**src/tlnc_pkg.sv**
```systemverilog
// ----------------------------------------------------------------------------
// tlnc_pkg - shared definitions for the caret filter
// Byte codes, configuration register indexes and the structs that travel
// between the sequencer, the line counter and the top level.
// ----------------------------------------------------------------------------
package tlnc_pkg;

  // Largest supported counter size; the significant digit count fits in SIG_W.
  localparam int MAX_DIGITS = 10;
  localparam int SIG_W      = $clog2(MAX_DIGITS + 1);
  localparam int MIN_WIDTH  = 6;
  localparam int DEF_DIGITS = 8;

  localparam logic [7:0] BYTE_TAB   = 8'd9;
  localparam logic [7:0] BYTE_NL    = 8'd10;
  localparam logic [7:0] BYTE_SPACE = 8'd32;
  localparam logic [7:0] BYTE_DEL   = 8'd127;
  localparam logic [7:0] BYTE_ZERO  = 8'd48;
  localparam logic [7:0] BYTE_CARET = 8'd94;
  localparam logic [7:0] BYTE_DOLAR = 8'd36;
  localparam logic [7:0] BYTE_M     = 8'd77;
  localparam logic [7:0] BYTE_DASH  = 8'd45;
  localparam logic [7:0] BYTE_I     = 8'd73;
  localparam logic [7:0] BYTE_QUEST = 8'd63;
  localparam logic [7:0] CTRL_OFS   = 8'd64;
  localparam logic [7:0] CTRL_LIM   = 8'd32;

  localparam int CFG_IDX_W = 3;
  localparam logic [CFG_IDX_W-1:0] CFG_NUMBER_ALL      = 3'd0;
  localparam logic [CFG_IDX_W-1:0] CFG_NUMBER_NONBLANK = 3'd1;
  localparam logic [CFG_IDX_W-1:0] CFG_SQUEEZE_BLANK   = 3'd2;
  localparam logic [CFG_IDX_W-1:0] CFG_SHOW_ENDS       = 3'd3;
  localparam logic [CFG_IDX_W-1:0] CFG_SHOW_TABS       = 3'd4;
  localparam logic [CFG_IDX_W-1:0] CFG_SHOW_NONPRINT   = 3'd5;

  typedef struct packed {
    logic number_all;
    logic number_nonblank;
    logic squeeze_blank;
    logic show_ends;
    logic show_tabs;
    logic show_nonprinting;
  } cfg_t;

  typedef struct packed {
    logic             busy;  // serial increment in progress
    logic [SIG_W-1:0] sig;   // number of significant digits, at least one
  } cnt_status_t;

endpackage

```
**src/text_line_number_caret_filter_core.sv**
```systemverilog
// ----------------------------------------------------------------------------
// text_line_number_caret_filter_core - caret notation text filter
// Line numbering, blank line squeezing and ^ / M- notation for a byte stream.
// ----------------------------------------------------------------------------
// Registers: an accepted input byte is registered into the sequencer state,
// and each output beat it causes is registered in the output register.
// Flow: a new byte is taken only in the idle state with the counter idle,
// so not before the previous run has been emitted; a squeezed blank line
// emits no beat. A line number adds its beats and the serial BCD increment.
// Reset (rst_n low, synchronous): control and mode registers reset, counter set to one.
// ----------------------------------------------------------------------------
module text_line_number_caret_filter_core
  import tlnc_pkg::*;
#(
  parameter int COUNTER_DIGITS = DEF_DIGITS
) (
  input  logic                 clk,
  input  logic                 rst_n,
  // Input stream, one raw text byte per beat.
  input  logic                 in_tvalid,
  output logic                 in_tready,
  input  logic [7:0]           in_tdata,   // [7:0] in_byte
  // Output stream, tlast marks the final byte caused by one input byte.
  output logic                 out_tvalid,
  input  logic                 out_tready,
  output logic [7:0]           out_tdata,  // [7:0] out_byte
  output logic                 out_tlast,
  // Configuration write port.
  input  logic                 cfg_we,
  input  logic [CFG_IDX_W-1:0] cfg_idx,
  input  logic [0:0]           cfg_wdata
);

  localparam int IDX_W = $clog2(COUNTER_DIGITS);

  cfg_t             cfg_r, cfg_nxt;
  cnt_status_t      cnt_status;
  logic [3:0]       cnt_digit;
  logic [IDX_W-1:0] cnt_rd_idx;
  logic             cnt_inc;

  // Mode registers. An index past the last register is ignored.
  always_comb begin
    cfg_nxt = cfg_r;
    if (cfg_we) begin
      unique case (cfg_idx)
        CFG_NUMBER_ALL:      cfg_nxt.number_all       = cfg_wdata[0];
        CFG_NUMBER_NONBLANK: cfg_nxt.number_nonblank  = cfg_wdata[0];
        CFG_SQUEEZE_BLANK:   cfg_nxt.squeeze_blank    = cfg_wdata[0];
        CFG_SHOW_ENDS:       cfg_nxt.show_ends        = cfg_wdata[0];
        CFG_SHOW_TABS:       cfg_nxt.show_tabs        = cfg_wdata[0];
        CFG_SHOW_NONPRINT:   cfg_nxt.show_nonprinting = cfg_wdata[0];
        default:             cfg_nxt = cfg_r;
      endcase
    end
  end

  always_ff @(posedge clk) begin
    if (!rst_n) begin
      cfg_r <= '0;
    end else begin
      cfg_r <= cfg_nxt;
    end
  end

  // The counter holds the BCD line number and owns the shared digit adder.
  tlnc_line_counter #(
    .COUNTER_DIGITS (COUNTER_DIGITS),
    .IDX_W          (IDX_W)
  ) u_counter (
    .clk       (clk),
    .rst_n     (rst_n),
    .inc_start (cnt_inc),
    .rd_idx    (cnt_rd_idx),
    .rd_digit  (cnt_digit),
    .status    (cnt_status)
  );

  // The sequencer walks through padding, digits, tab and escape bytes, and
  // owns the output register, so it can take a new byte while the last beat
  // of the previous run still waits downstream.
  tlnc_seq #(
    .COUNTER_DIGITS (COUNTER_DIGITS),
    .IDX_W          (IDX_W)
  ) u_seq (
    .clk        (clk),
    .rst_n      (rst_n),
    .cfg        (cfg_r),
    .in_tvalid  (in_tvalid),
    .in_tready  (in_tready),
    .in_tdata   (in_tdata),
    .out_tvalid (out_tvalid),
    .out_tready (out_tready),
    .out_tdata  (out_tdata),
    .out_tlast  (out_tlast),
    .cnt_status (cnt_status),
    .cnt_digit  (cnt_digit),
    .cnt_rd_idx (cnt_rd_idx),
    .cnt_inc    (cnt_inc)
  );

endmodule

```
**src/tlnc_line_counter.sv**
```systemverilog
// ----------------------------------------------------------------------------
// tlnc_line_counter - BCD line counter with a serial incrementer
// One shared digit adder walks the counter by rotating it one digit per
// cycle; the counter saturates when every digit is nine.
// ----------------------------------------------------------------------------
module tlnc_line_counter
  import tlnc_pkg::*;
#(
  parameter int COUNTER_DIGITS = DEF_DIGITS,
  parameter int IDX_W          = $clog2(COUNTER_DIGITS)
) (
  input  logic              clk,
  input  logic              rst_n,
  input  logic              inc_start,
  input  logic [IDX_W-1:0]  rd_idx,
  output logic [3:0]        rd_digit,
  output cnt_status_t       status
);

  logic [COUNTER_DIGITS-1:0][3:0] cnt_r, cnt_nxt;
  logic                           busy_r, busy_nxt;
  logic                           carry_r, carry_nxt;
  logic [IDX_W-1:0]               pos_r, pos_nxt;
  logic                           all_nine;
  logic [3:0]                     new_digit;
  logic [SIG_W-1:0]               sig;

  always_comb begin
    all_nine = 1'b1;
    sig      = SIG_W'(1);
    for (int i = 0; i < COUNTER_DIGITS; i++) begin
      if (cnt_r[i] != 4'd9) all_nine = 1'b0;
      if (cnt_r[i] != 4'd0) sig = SIG_W'(i + 1);
    end
  end

  // The digit adder always works on the lowest digit; the counter rotates
  // right so every digit passes through it once per increment.
  always_comb begin
    new_digit = cnt_r[0];
    if (carry_r) begin
      new_digit = (cnt_r[0] >= 4'd9) ? 4'd0 : cnt_r[0] + 4'd1;
    end
    cnt_nxt   = cnt_r;
    busy_nxt  = busy_r;
    carry_nxt = carry_r;
    pos_nxt   = pos_r;
    if (busy_r) begin
      cnt_nxt   = {new_digit, cnt_r[COUNTER_DIGITS-1:1]};
      carry_nxt = carry_r && (cnt_r[0] >= 4'd9);
      pos_nxt   = pos_r + IDX_W'(1);
      if (pos_r == IDX_W'(COUNTER_DIGITS - 1)) busy_nxt = 1'b0;
    end else if (inc_start && !all_nine) begin
      busy_nxt  = 1'b1;
      carry_nxt = 1'b1;
      pos_nxt   = '0;
    end
  end

  always_ff @(posedge clk) begin
    if (!rst_n) begin
      cnt_r   <= (4 * COUNTER_DIGITS)'(1);
      busy_r  <= 1'b0;
      carry_r <= 1'b0;
      pos_r   <= '0;
    end else begin
      cnt_r   <= cnt_nxt;
      busy_r  <= busy_nxt;
      carry_r <= carry_nxt;
      pos_r   <= pos_nxt;
    end
  end

  assign rd_digit    = cnt_r[rd_idx];
  assign status.busy = busy_r;
  assign status.sig  = sig;

endmodule

```
**src/tlnc_seq.sv**
```systemverilog
// ----------------------------------------------------------------------------
// tlnc_seq - byte sequencer and output register
// Decides the run of bytes for each accepted input byte and emits them one
// per cycle unless stalled: padding, number digits, tab, then escape bytes.
// ----------------------------------------------------------------------------
module tlnc_seq
  import tlnc_pkg::*;
#(
  parameter int COUNTER_DIGITS = DEF_DIGITS,
  parameter int IDX_W          = $clog2(COUNTER_DIGITS)
) (
  input  logic             clk,
  input  logic             rst_n,
  input  cfg_t             cfg,
  input  logic             in_tvalid,
  output logic             in_tready,
  input  logic [7:0]       in_tdata,
  output logic             out_tvalid,
  input  logic             out_tready,
  output logic [7:0]       out_tdata,
  output logic             out_tlast,
  input  cnt_status_t      cnt_status,
  input  logic [3:0]       cnt_digit,
  output logic [IDX_W-1:0] cnt_rd_idx,
  output logic             cnt_inc
);

  localparam logic [2:0] S_IDLE  = 3'd0;
  localparam logic [2:0] S_SPACE = 3'd1;
  localparam logic [2:0] S_DIGIT = 3'd2;
  localparam logic [2:0] S_TAB   = 3'd3;
  localparam logic [2:0] S_ESC   = 3'd4;

  logic [2:0]      state_r, state_nxt;
  logic [3:0][7:0] esc_r, esc_nxt;
  logic [1:0]      esc_left_r, esc_left_nxt;
  logic [2:0]      spc_r, spc_nxt;
  logic [IDX_W-1:0] dig_r, dig_nxt;
  logic            at_line_start_r, at_line_start_nxt;
  logic            prev_blank_r, prev_blank_nxt;
  logic            out_valid_r, out_valid_nxt;
  logic [7:0]      out_data_r, out_data_nxt;
  logic            out_last_r, out_last_nxt;

  logic            adv;
  logic            accept;
  logic            blank;
  logic            squeezed;
  logic            do_num;
  logic [3:0][7:0] esc_bytes;
  logic [1:0]      esc_last;
  logic            emit;
  logic [7:0]      emit_byte;
  logic            emit_last;

  // Escape expansion of one raw byte; byte 0 goes out first.
  always_comb begin
    esc_bytes = {4{in_tdata}};
    esc_last  = 2'd0;
    if (cfg.show_tabs && in_tdata == BYTE_TAB) begin
      esc_bytes[0] = BYTE_CARET;
      esc_bytes[1] = BYTE_I;
      esc_last     = 2'd1;
    end else if (cfg.show_ends && in_tdata == BYTE_NL) begin
      esc_bytes[0] = BYTE_DOLAR;
      esc_bytes[1] = BYTE_NL;
      esc_last     = 2'd1;
    end else if (cfg.show_nonprinting) begin
      if (in_tdata[7]) begin
        esc_bytes[0] = BYTE_M;
        esc_bytes[1] = BYTE_DASH;
        if ({1'b0, in_tdata[6:0]} < CTRL_LIM) begin
          esc_bytes[2] = BYTE_CARET;
          esc_bytes[3] = {1'b0, in_tdata[6:0]} + CTRL_OFS;
          esc_last     = 2'd3;
        end else begin
          esc_bytes[2] = {1'b0, in_tdata[6:0]};
          esc_last     = 2'd2;
        end
      end else if (in_tdata < CTRL_LIM && in_tdata != BYTE_TAB && in_tdata != BYTE_NL) begin
        esc_bytes[0] = BYTE_CARET;
        esc_bytes[1] = in_tdata + CTRL_OFS;
        esc_last     = 2'd1;
      end else if (in_tdata == BYTE_DEL) begin
        esc_bytes[0] = BYTE_CARET;
        esc_bytes[1] = BYTE_QUEST;
        esc_last     = 2'd1;
      end
    end
  end

  assign adv        = !out_valid_r || out_tready;
  assign in_tready  = (state_r == S_IDLE) && !cnt_status.busy;
  assign accept     = in_tvalid && in_tready;
  assign blank      = (in_tdata == BYTE_NL);
  assign squeezed   = at_line_start_r && cfg.squeeze_blank && blank && prev_blank_r;
  assign do_num     = at_line_start_r &&
                      (cfg.number_nonblank ? !blank : cfg.number_all);
  assign cnt_rd_idx = dig_r;

  always_comb begin
    state_nxt         = state_r;
    esc_nxt           = esc_r;
    esc_left_nxt      = esc_left_r;
    spc_nxt           = spc_r;
    dig_nxt           = dig_r;
    at_line_start_nxt = at_line_start_r;
    prev_blank_nxt    = prev_blank_r;
    emit              = 1'b0;
    emit_byte         = esc_r[0];
    emit_last         = 1'b0;
    cnt_inc           = 1'b0;
    unique case (state_r)
      S_IDLE: begin
        if (accept) begin
          if (at_line_start_r) prev_blank_nxt = blank;
          at_line_start_nxt = blank;
          esc_nxt      = esc_bytes;
          esc_left_nxt = esc_last;
          spc_nxt      = 3'(MIN_WIDTH) - 3'(cnt_status.sig);
          dig_nxt      = IDX_W'(cnt_status.sig - SIG_W'(1));
          if (squeezed) begin
            state_nxt = S_IDLE;
          end else if (do_num) begin
            state_nxt = (cnt_status.sig < SIG_W'(MIN_WIDTH)) ? S_SPACE : S_DIGIT;
          end else begin
            state_nxt = S_ESC;
          end
        end
      end
      S_SPACE: begin
        if (adv) begin
          emit      = 1'b1;
          emit_byte = BYTE_SPACE;
          spc_nxt   = spc_r - 3'd1;
          if (spc_r == 3'd1) state_nxt = S_DIGIT;
        end
      end
      S_DIGIT: begin
        if (adv) begin
          emit      = 1'b1;
          emit_byte = BYTE_ZERO + {4'd0, cnt_digit};
          if (dig_r == '0) begin
            state_nxt = S_TAB;
          end else begin
            dig_nxt = dig_r - IDX_W'(1);
          end
        end
      end
      S_TAB: begin
        if (adv) begin
          emit      = 1'b1;
          emit_byte = BYTE_TAB;
          cnt_inc   = 1'b1;
          state_nxt = S_ESC;
        end
      end
      S_ESC: begin
        if (adv) begin
          emit      = 1'b1;
          emit_byte = esc_r[0];
          emit_last = (esc_left_r == 2'd0);
          esc_nxt   = {8'd0, esc_r[3:1]};
          if (esc_left_r == 2'd0) begin
            state_nxt = S_IDLE;
          end else begin
            esc_left_nxt = esc_left_r - 2'd1;
          end
        end
      end
      default: state_nxt = S_IDLE;
    endcase
  end

  always_comb begin
    out_valid_nxt = out_valid_r;
    out_data_nxt  = out_data_r;
    out_last_nxt  = out_last_r;
    if (emit) begin
      out_valid_nxt = 1'b1;
      out_data_nxt  = emit_byte;
      out_last_nxt  = emit_last;
    end else if (out_tready) begin
      out_valid_nxt = 1'b0;
    end
  end

  always_ff @(posedge clk) begin
    if (!rst_n) begin
      state_r         <= S_IDLE;
      at_line_start_r <= 1'b1;
      prev_blank_r    <= 1'b0;
      out_valid_r     <= 1'b0;
    end else begin
      state_r         <= state_nxt;
      at_line_start_r <= at_line_start_nxt;
      prev_blank_r    <= prev_blank_nxt;
      out_valid_r     <= out_valid_nxt;
    end
  end

  always_ff @(posedge clk) begin
    esc_r      <= esc_nxt;
    esc_left_r <= esc_left_nxt;
    spc_r      <= spc_nxt;
    dig_r      <= dig_nxt;
    out_data_r <= out_data_nxt;
    out_last_r <= out_last_nxt;
  end

  assign out_tvalid = out_valid_r;
  assign out_tdata  = out_data_r;
  assign out_tlast  = out_last_r;

`ifndef SYNTH
  // The counter must not move while its digits are being printed.
  a_no_read_while_inc: assert property (@(posedge clk) disable iff (!rst_n)
    cnt_status.busy |-> (state_r != S_SPACE && state_r != S_DIGIT))
    else $error("line counter changed during number output");

  a_tab_then_escape: assert property (@(posedge clk) disable iff (!rst_n)
    (state_r == S_TAB && adv) |=> (state_r == S_ESC && out_tvalid && !out_tlast))
    else $error("tab after line number not followed by escape bytes");

  a_last_ends_run: assert property (@(posedge clk) disable iff (!rst_n)
    (state_r == S_ESC && adv && esc_left_r == 2'd0) |=> (state_r == S_IDLE && out_tlast))
    else $error("run did not end on its last beat");
`endif

endmodule

```
**config.mk**
```make
export PLATFORM = sky130hd
export DESIGN_NAME = text_line_number_caret_filter_core
export DESIGN_NICKNAME = d
export VERILOG_FILES = /design/src/tlnc_pkg.sv /design/src/text_line_number_caret_filter_core.sv /design/src/tlnc_line_counter.sv /design/src/tlnc_seq.sv
export SDC_FILE = /design/constraint.sdc
export NUM_CORES = 1
export LEC_CHECK = 0
export BUFFER_PORTS_ARGS = -buffer_cell sky130_fd_sc_hd__buf_4
export CAP_MARGIN = 40
export CORE_MARGIN = 3
export CORE_UTILIZATION = 60
export CTS_CLUSTER_DIAMETER = 60
export DETAILED_ROUTE_END_ITERATION = 7
export PLACE_DENSITY_LB_ADDON = 0.25
export SLEW_MARGIN = 10
export SYNTH_ARGS = -nofsm -noshare
export SYNTH_HDL_FRONTEND = slang
export SYNTH_SLANG_ARGS = --single-unit
```
**constraint.sdc**
```tcl
create_clock -name clk -period 10.3 [get_ports clk]
set_clock_uncertainty 0.05 [all_clocks]
set_input_delay 0 -clock clk [delete_from_list [all_inputs] [get_ports clk]]
set_output_delay 0 -clock clk [all_outputs]
set_load 0.05 [all_outputs]
```
==> flow_summary.yaml <==
finish:
  nets: 541
  fill_cells: 600
  insertedDiodeCount: 0
  multi_input_area_sq_mm: 0.002402
  areaGrowthSynthToFinish_pct: 11.09
  drive_gt1_share_pct: 13.73
  ff_latch_area_sq_mm: 0.002454
timing:
  fin_crit_ns: 2.638
  max_freq_ghz: 0.3791
  maxSlewViolCount: 0
  setup-violations-final: 0
  rsz0062_at_grt: "false"
  min_period_over_period_pct: 25.61
  max-slew-margin-rel_pct: 46.56
  fin_tns_setup_ns: 0
  worstMarginPinSlew_ns: 0.8004
  hold_viol: 0
  hold_ws_ns: 0.02955
drt:
  routed_wirelength_mm: 10.87
  num_vias: 3843
  drt_iter0_drc: 290
  ant_nets: 0
  post_drt_wl_per_cell_um: 17.55
  viasPerCell: 6.208
  drtPass1Iterations: 5
  remaining_drc_errors: 0
synth:
  async_flop_share_pct: 0
  synth_warnings: 0
  synthCells: 481
  syn_area_per_cell_sq_um: 10.55
  synth.distinct_cells: 69
  ys_seq_area_share_pct: 48.31
  ys_top_cells_by_area: "edfxtp_1 29%, dfxtp_1 19%, mux2i_1 7.7%"
  syn_nets: 510
  synth_top_area_share_pct: 28.99
  ys_ff_latch: 98
  netlist_area_sq_mm: 0.005076
  ys.flop_type: "edfxtp_1"
  synth_edf_count: 49
  yosys.area.top_type: "edfxtp_1"
worst_setup_path:
  ff2ff_path_depth: 4
  worstSetupStartpointType: "flop"
  crit_fanout: 33
  worstReg2RegEnd: "u_seq.esc_left_r[1]$_DFFE_PP_"
  worst_setup_path_end_kind: "flop"
  crit_type: "reg2reg"
  required_ns: 10.30
  reg2reg_from: "u_seq.state_r[2]$_SDFFE_PN0P_"
  reg2reg_slack_ns: 7.66
  cp.arrival_ns: 2.64
pwr:
  power_mw: 1.167
  p_per_area_mw_per_mm2: 206.9
  p_leak_nw: 2.129
  peakVddDrop_uv: 111.7
placed_design:
  gp_congestion: 0.9033
  place_hpwl_mm: 7.371
  io_buffers: 27
clock_tree:
  worstSkewPairLatency_ns: 0.36
  cts-resized-gates: 0
  cts_buffer_depth: 2
  cts_hold_buf: 16
  tritoncts: "yes"
  clkTransAtPathRegs_ns: 0.10
  cts_setup_buffers: 0
  cts_buffers: 9
  clockRootBuffer: "clkbuf_8"
  htreeDepth: 3
  clock-sinks: 98
min_path:
  min_to: "u_seq.out_tvalid$_SDFFE_PN0P_"
  whs_path_depth: 4
  min_path_type: "in2reg"
  holdCritStartpoint: "out_tready"
global_route:
  grt.total_usage_pct: 23.33
  antenna_found_initial: 0
  first_global_vias: 3685
  grt_pass1_wl_mm: 18.35
  grt_max_degree: 49
  overflow: 0
die:
  core-area_sq_mm: 0.007968
  pin_count: 28
  initial_core_util_pct: 63.71
  num_rows: 32
  die_x_um: 97.98
  die_y_um: 97.98
  die_area_sq_mm: 0.009600
flow_run:
  cap_viol_max_count: 0
run_status:
  status: "completed"
power breakdown:
group / leakage, nW / internal, mW / total, mW / switching, mW
Combinational: 1.15 / 0.110 / 0.327 / 0.217
Clock: 0.106 / 0.117 / 0.259 / 0.142
Sequential: 0.871 / 0.541 / 0.581 / 0.0398
worst max-delay path by stage:
stage / endpoint / start
4_1_cts: u_seq.esc_left_r[0]$_DFFE_PP_ / u_seq.state_r[2]$_SDFFE_PN0P_
5_1_grt: u_seq.esc_left_r[0]$_DFFE_PP_ / u_seq.state_r[2]$_SDFFE_PN0P_
3_3_place_gp: u_seq.out_tdata[6]$_DFFE_PP_ / u_seq.state_r[2]$_SDFFE_PN0P_
3_5_place_dp: u_seq.esc_left_r[0]$_DFFE_PP_ / u_seq.state_r[2]$_SDFFE_PN0P_
6_report: u_seq.esc_left_r[1]$_DFFE_PP_ / u_seq.state_r[2]$_SDFFE_PN0P_
2_1_floorplan: u_seq.esc_left_r[0]$_DFFE_PP_ / u_seq.state_r[0]$_SDFFE_PN0P_
kinds of logic (layout without fill, tap and decap cells):
family | count (synthesis) | after routing | share of synthesized area (%)
AO/OA/AOI/OAI | 98 | 98 | 12.62
multiplexers | 50 | 50 | 12.20
XOR/XNOR | 4 | 4 | 0.6903
AND/OR/NAND/NOR | 177 | 177 | 18.73
buffers and inverters | 42 | 78 | 4.486
flip-flops | 98 | 98 | 48.31
adder cells (fa/ha/maj) | 12 | 12 | 2.958
sequential cells by signal (all words and copies together), names as in the netlist:
signal                 flops
u_seq.esc_r               32
u_counter.carry_r          1
u_seq.prev_blank_r         1
u_counter.busy_r           1
u_seq.cnt_rd_idx           3
u_seq.out_tlast            1
u_seq.out_tvalid           1
cfg_r                      6
u_seq.state_r              3
u_counter.cnt_r           32
u_counter.pos_r            3
u_seq.esc_left_r           2
u_seq.at_line_start_r      1
u_seq.spc_r                3
u_seq.out_tdata            8
stage by stage:
| stage | util [%] | worst slack, ns | cells | area, sq um |
|---|---|---|---|---|
| 2_1_floorplan | - | 6.889 | 481 | 5076 |
| 3_3_place_gp | 66.08 | 7.749 | 586 | 5265 |
| 3_5_place_dp | 66.14 | 7.651 | 587 | 5270 |
| 4_1_cts | 70.78 | 7.655 | 619 | 5639 |
| 5_1_grt | 70.78 | 7.537 | 619 | 5639 |
| 6_report | 70.78 | 7.662 | 619 | 5639 |
area by class of cell:
| cell class | count | area share (%) |
|---|---|---|
| repair buffers | 47 | 6.923 |
| flip-flops and latches | 98 | 43.51 |
| multi-input cells | 341 | 42.60 |
| inverters | 15 | 0.9984 |
| well taps | 102 | 2.263 |
| clock inverters | 7 | 1.509 |
| clock buffers | 9 | 2.197 |
cell usage after synthesis, drive strengths merged (5+ instances only):
| master | count |
|---|---|
| a211oi | 5 |
| a21oi | 28 |
| a31oi | 6 |
| and2 | 10 |
| buf | 11 |
| clkbuf | 16 |
| dfxtp | 49 |
| edfxtp | 49 |
| ha | 12 |
| inv | 15 |
| mux2i | 39 |
| mux4 | 8 |
| nand2 | 34 |
| nand3 | 10 |
| nor2 | 63 |
| nor2b | 5 |
| nor3 | 5 |
| nor4 | 6 |
| nor4bb | 5 |
| o21ai | 28 |
| or4 | 7 |
per-layer routing:
metal	vias to the layer above	routed length (um)	GRT usage (%)
met2	160	4796	33.82
met3	28	797	5.000
met5	-	0	0
met4	0	238	7.668
met1	1808	5032	34.87
li1	1847	-	-
placed cells by master (no fill, tap or decap), types with 3 or more instances in the layout:
cell type	instances
nor2_1	62
edfxtp_1	49
dfxtp_1	48
mux2i_1	39
nand2_1	34
buf_4	30
a21oi_1	28
o21ai_0	24
dlygate4sd3_1	16
inv_1	14
ha_1	12
and2_1	10
nand3_1	10
clkbuf_8	9
nor4_1	6
or4_1	6
a31oi_1	6
nor2b_1	5
a211oi_1	5
nor4bb_1	5
o21ai_1	4
and3_1	4
nand4_1	4
nor3_1	4
a211o_1	4
mux4_1	4
mux4_2	4
nand3b_1	4
mux2_2	3
xor2_1	3
and3b_1	3
a32o_1	3
o22a_1	3
nand2b_1	3
clkinv_4	3
worst max-delay path, stage by stage (launching register included):
cell	delay, ns
dfxtp_1	0.60
or3b_2	0.71
o22ai_2	0.22
buf_4	0.40
a21boi_0	0.35
Power figures use the tool's default switching activity.
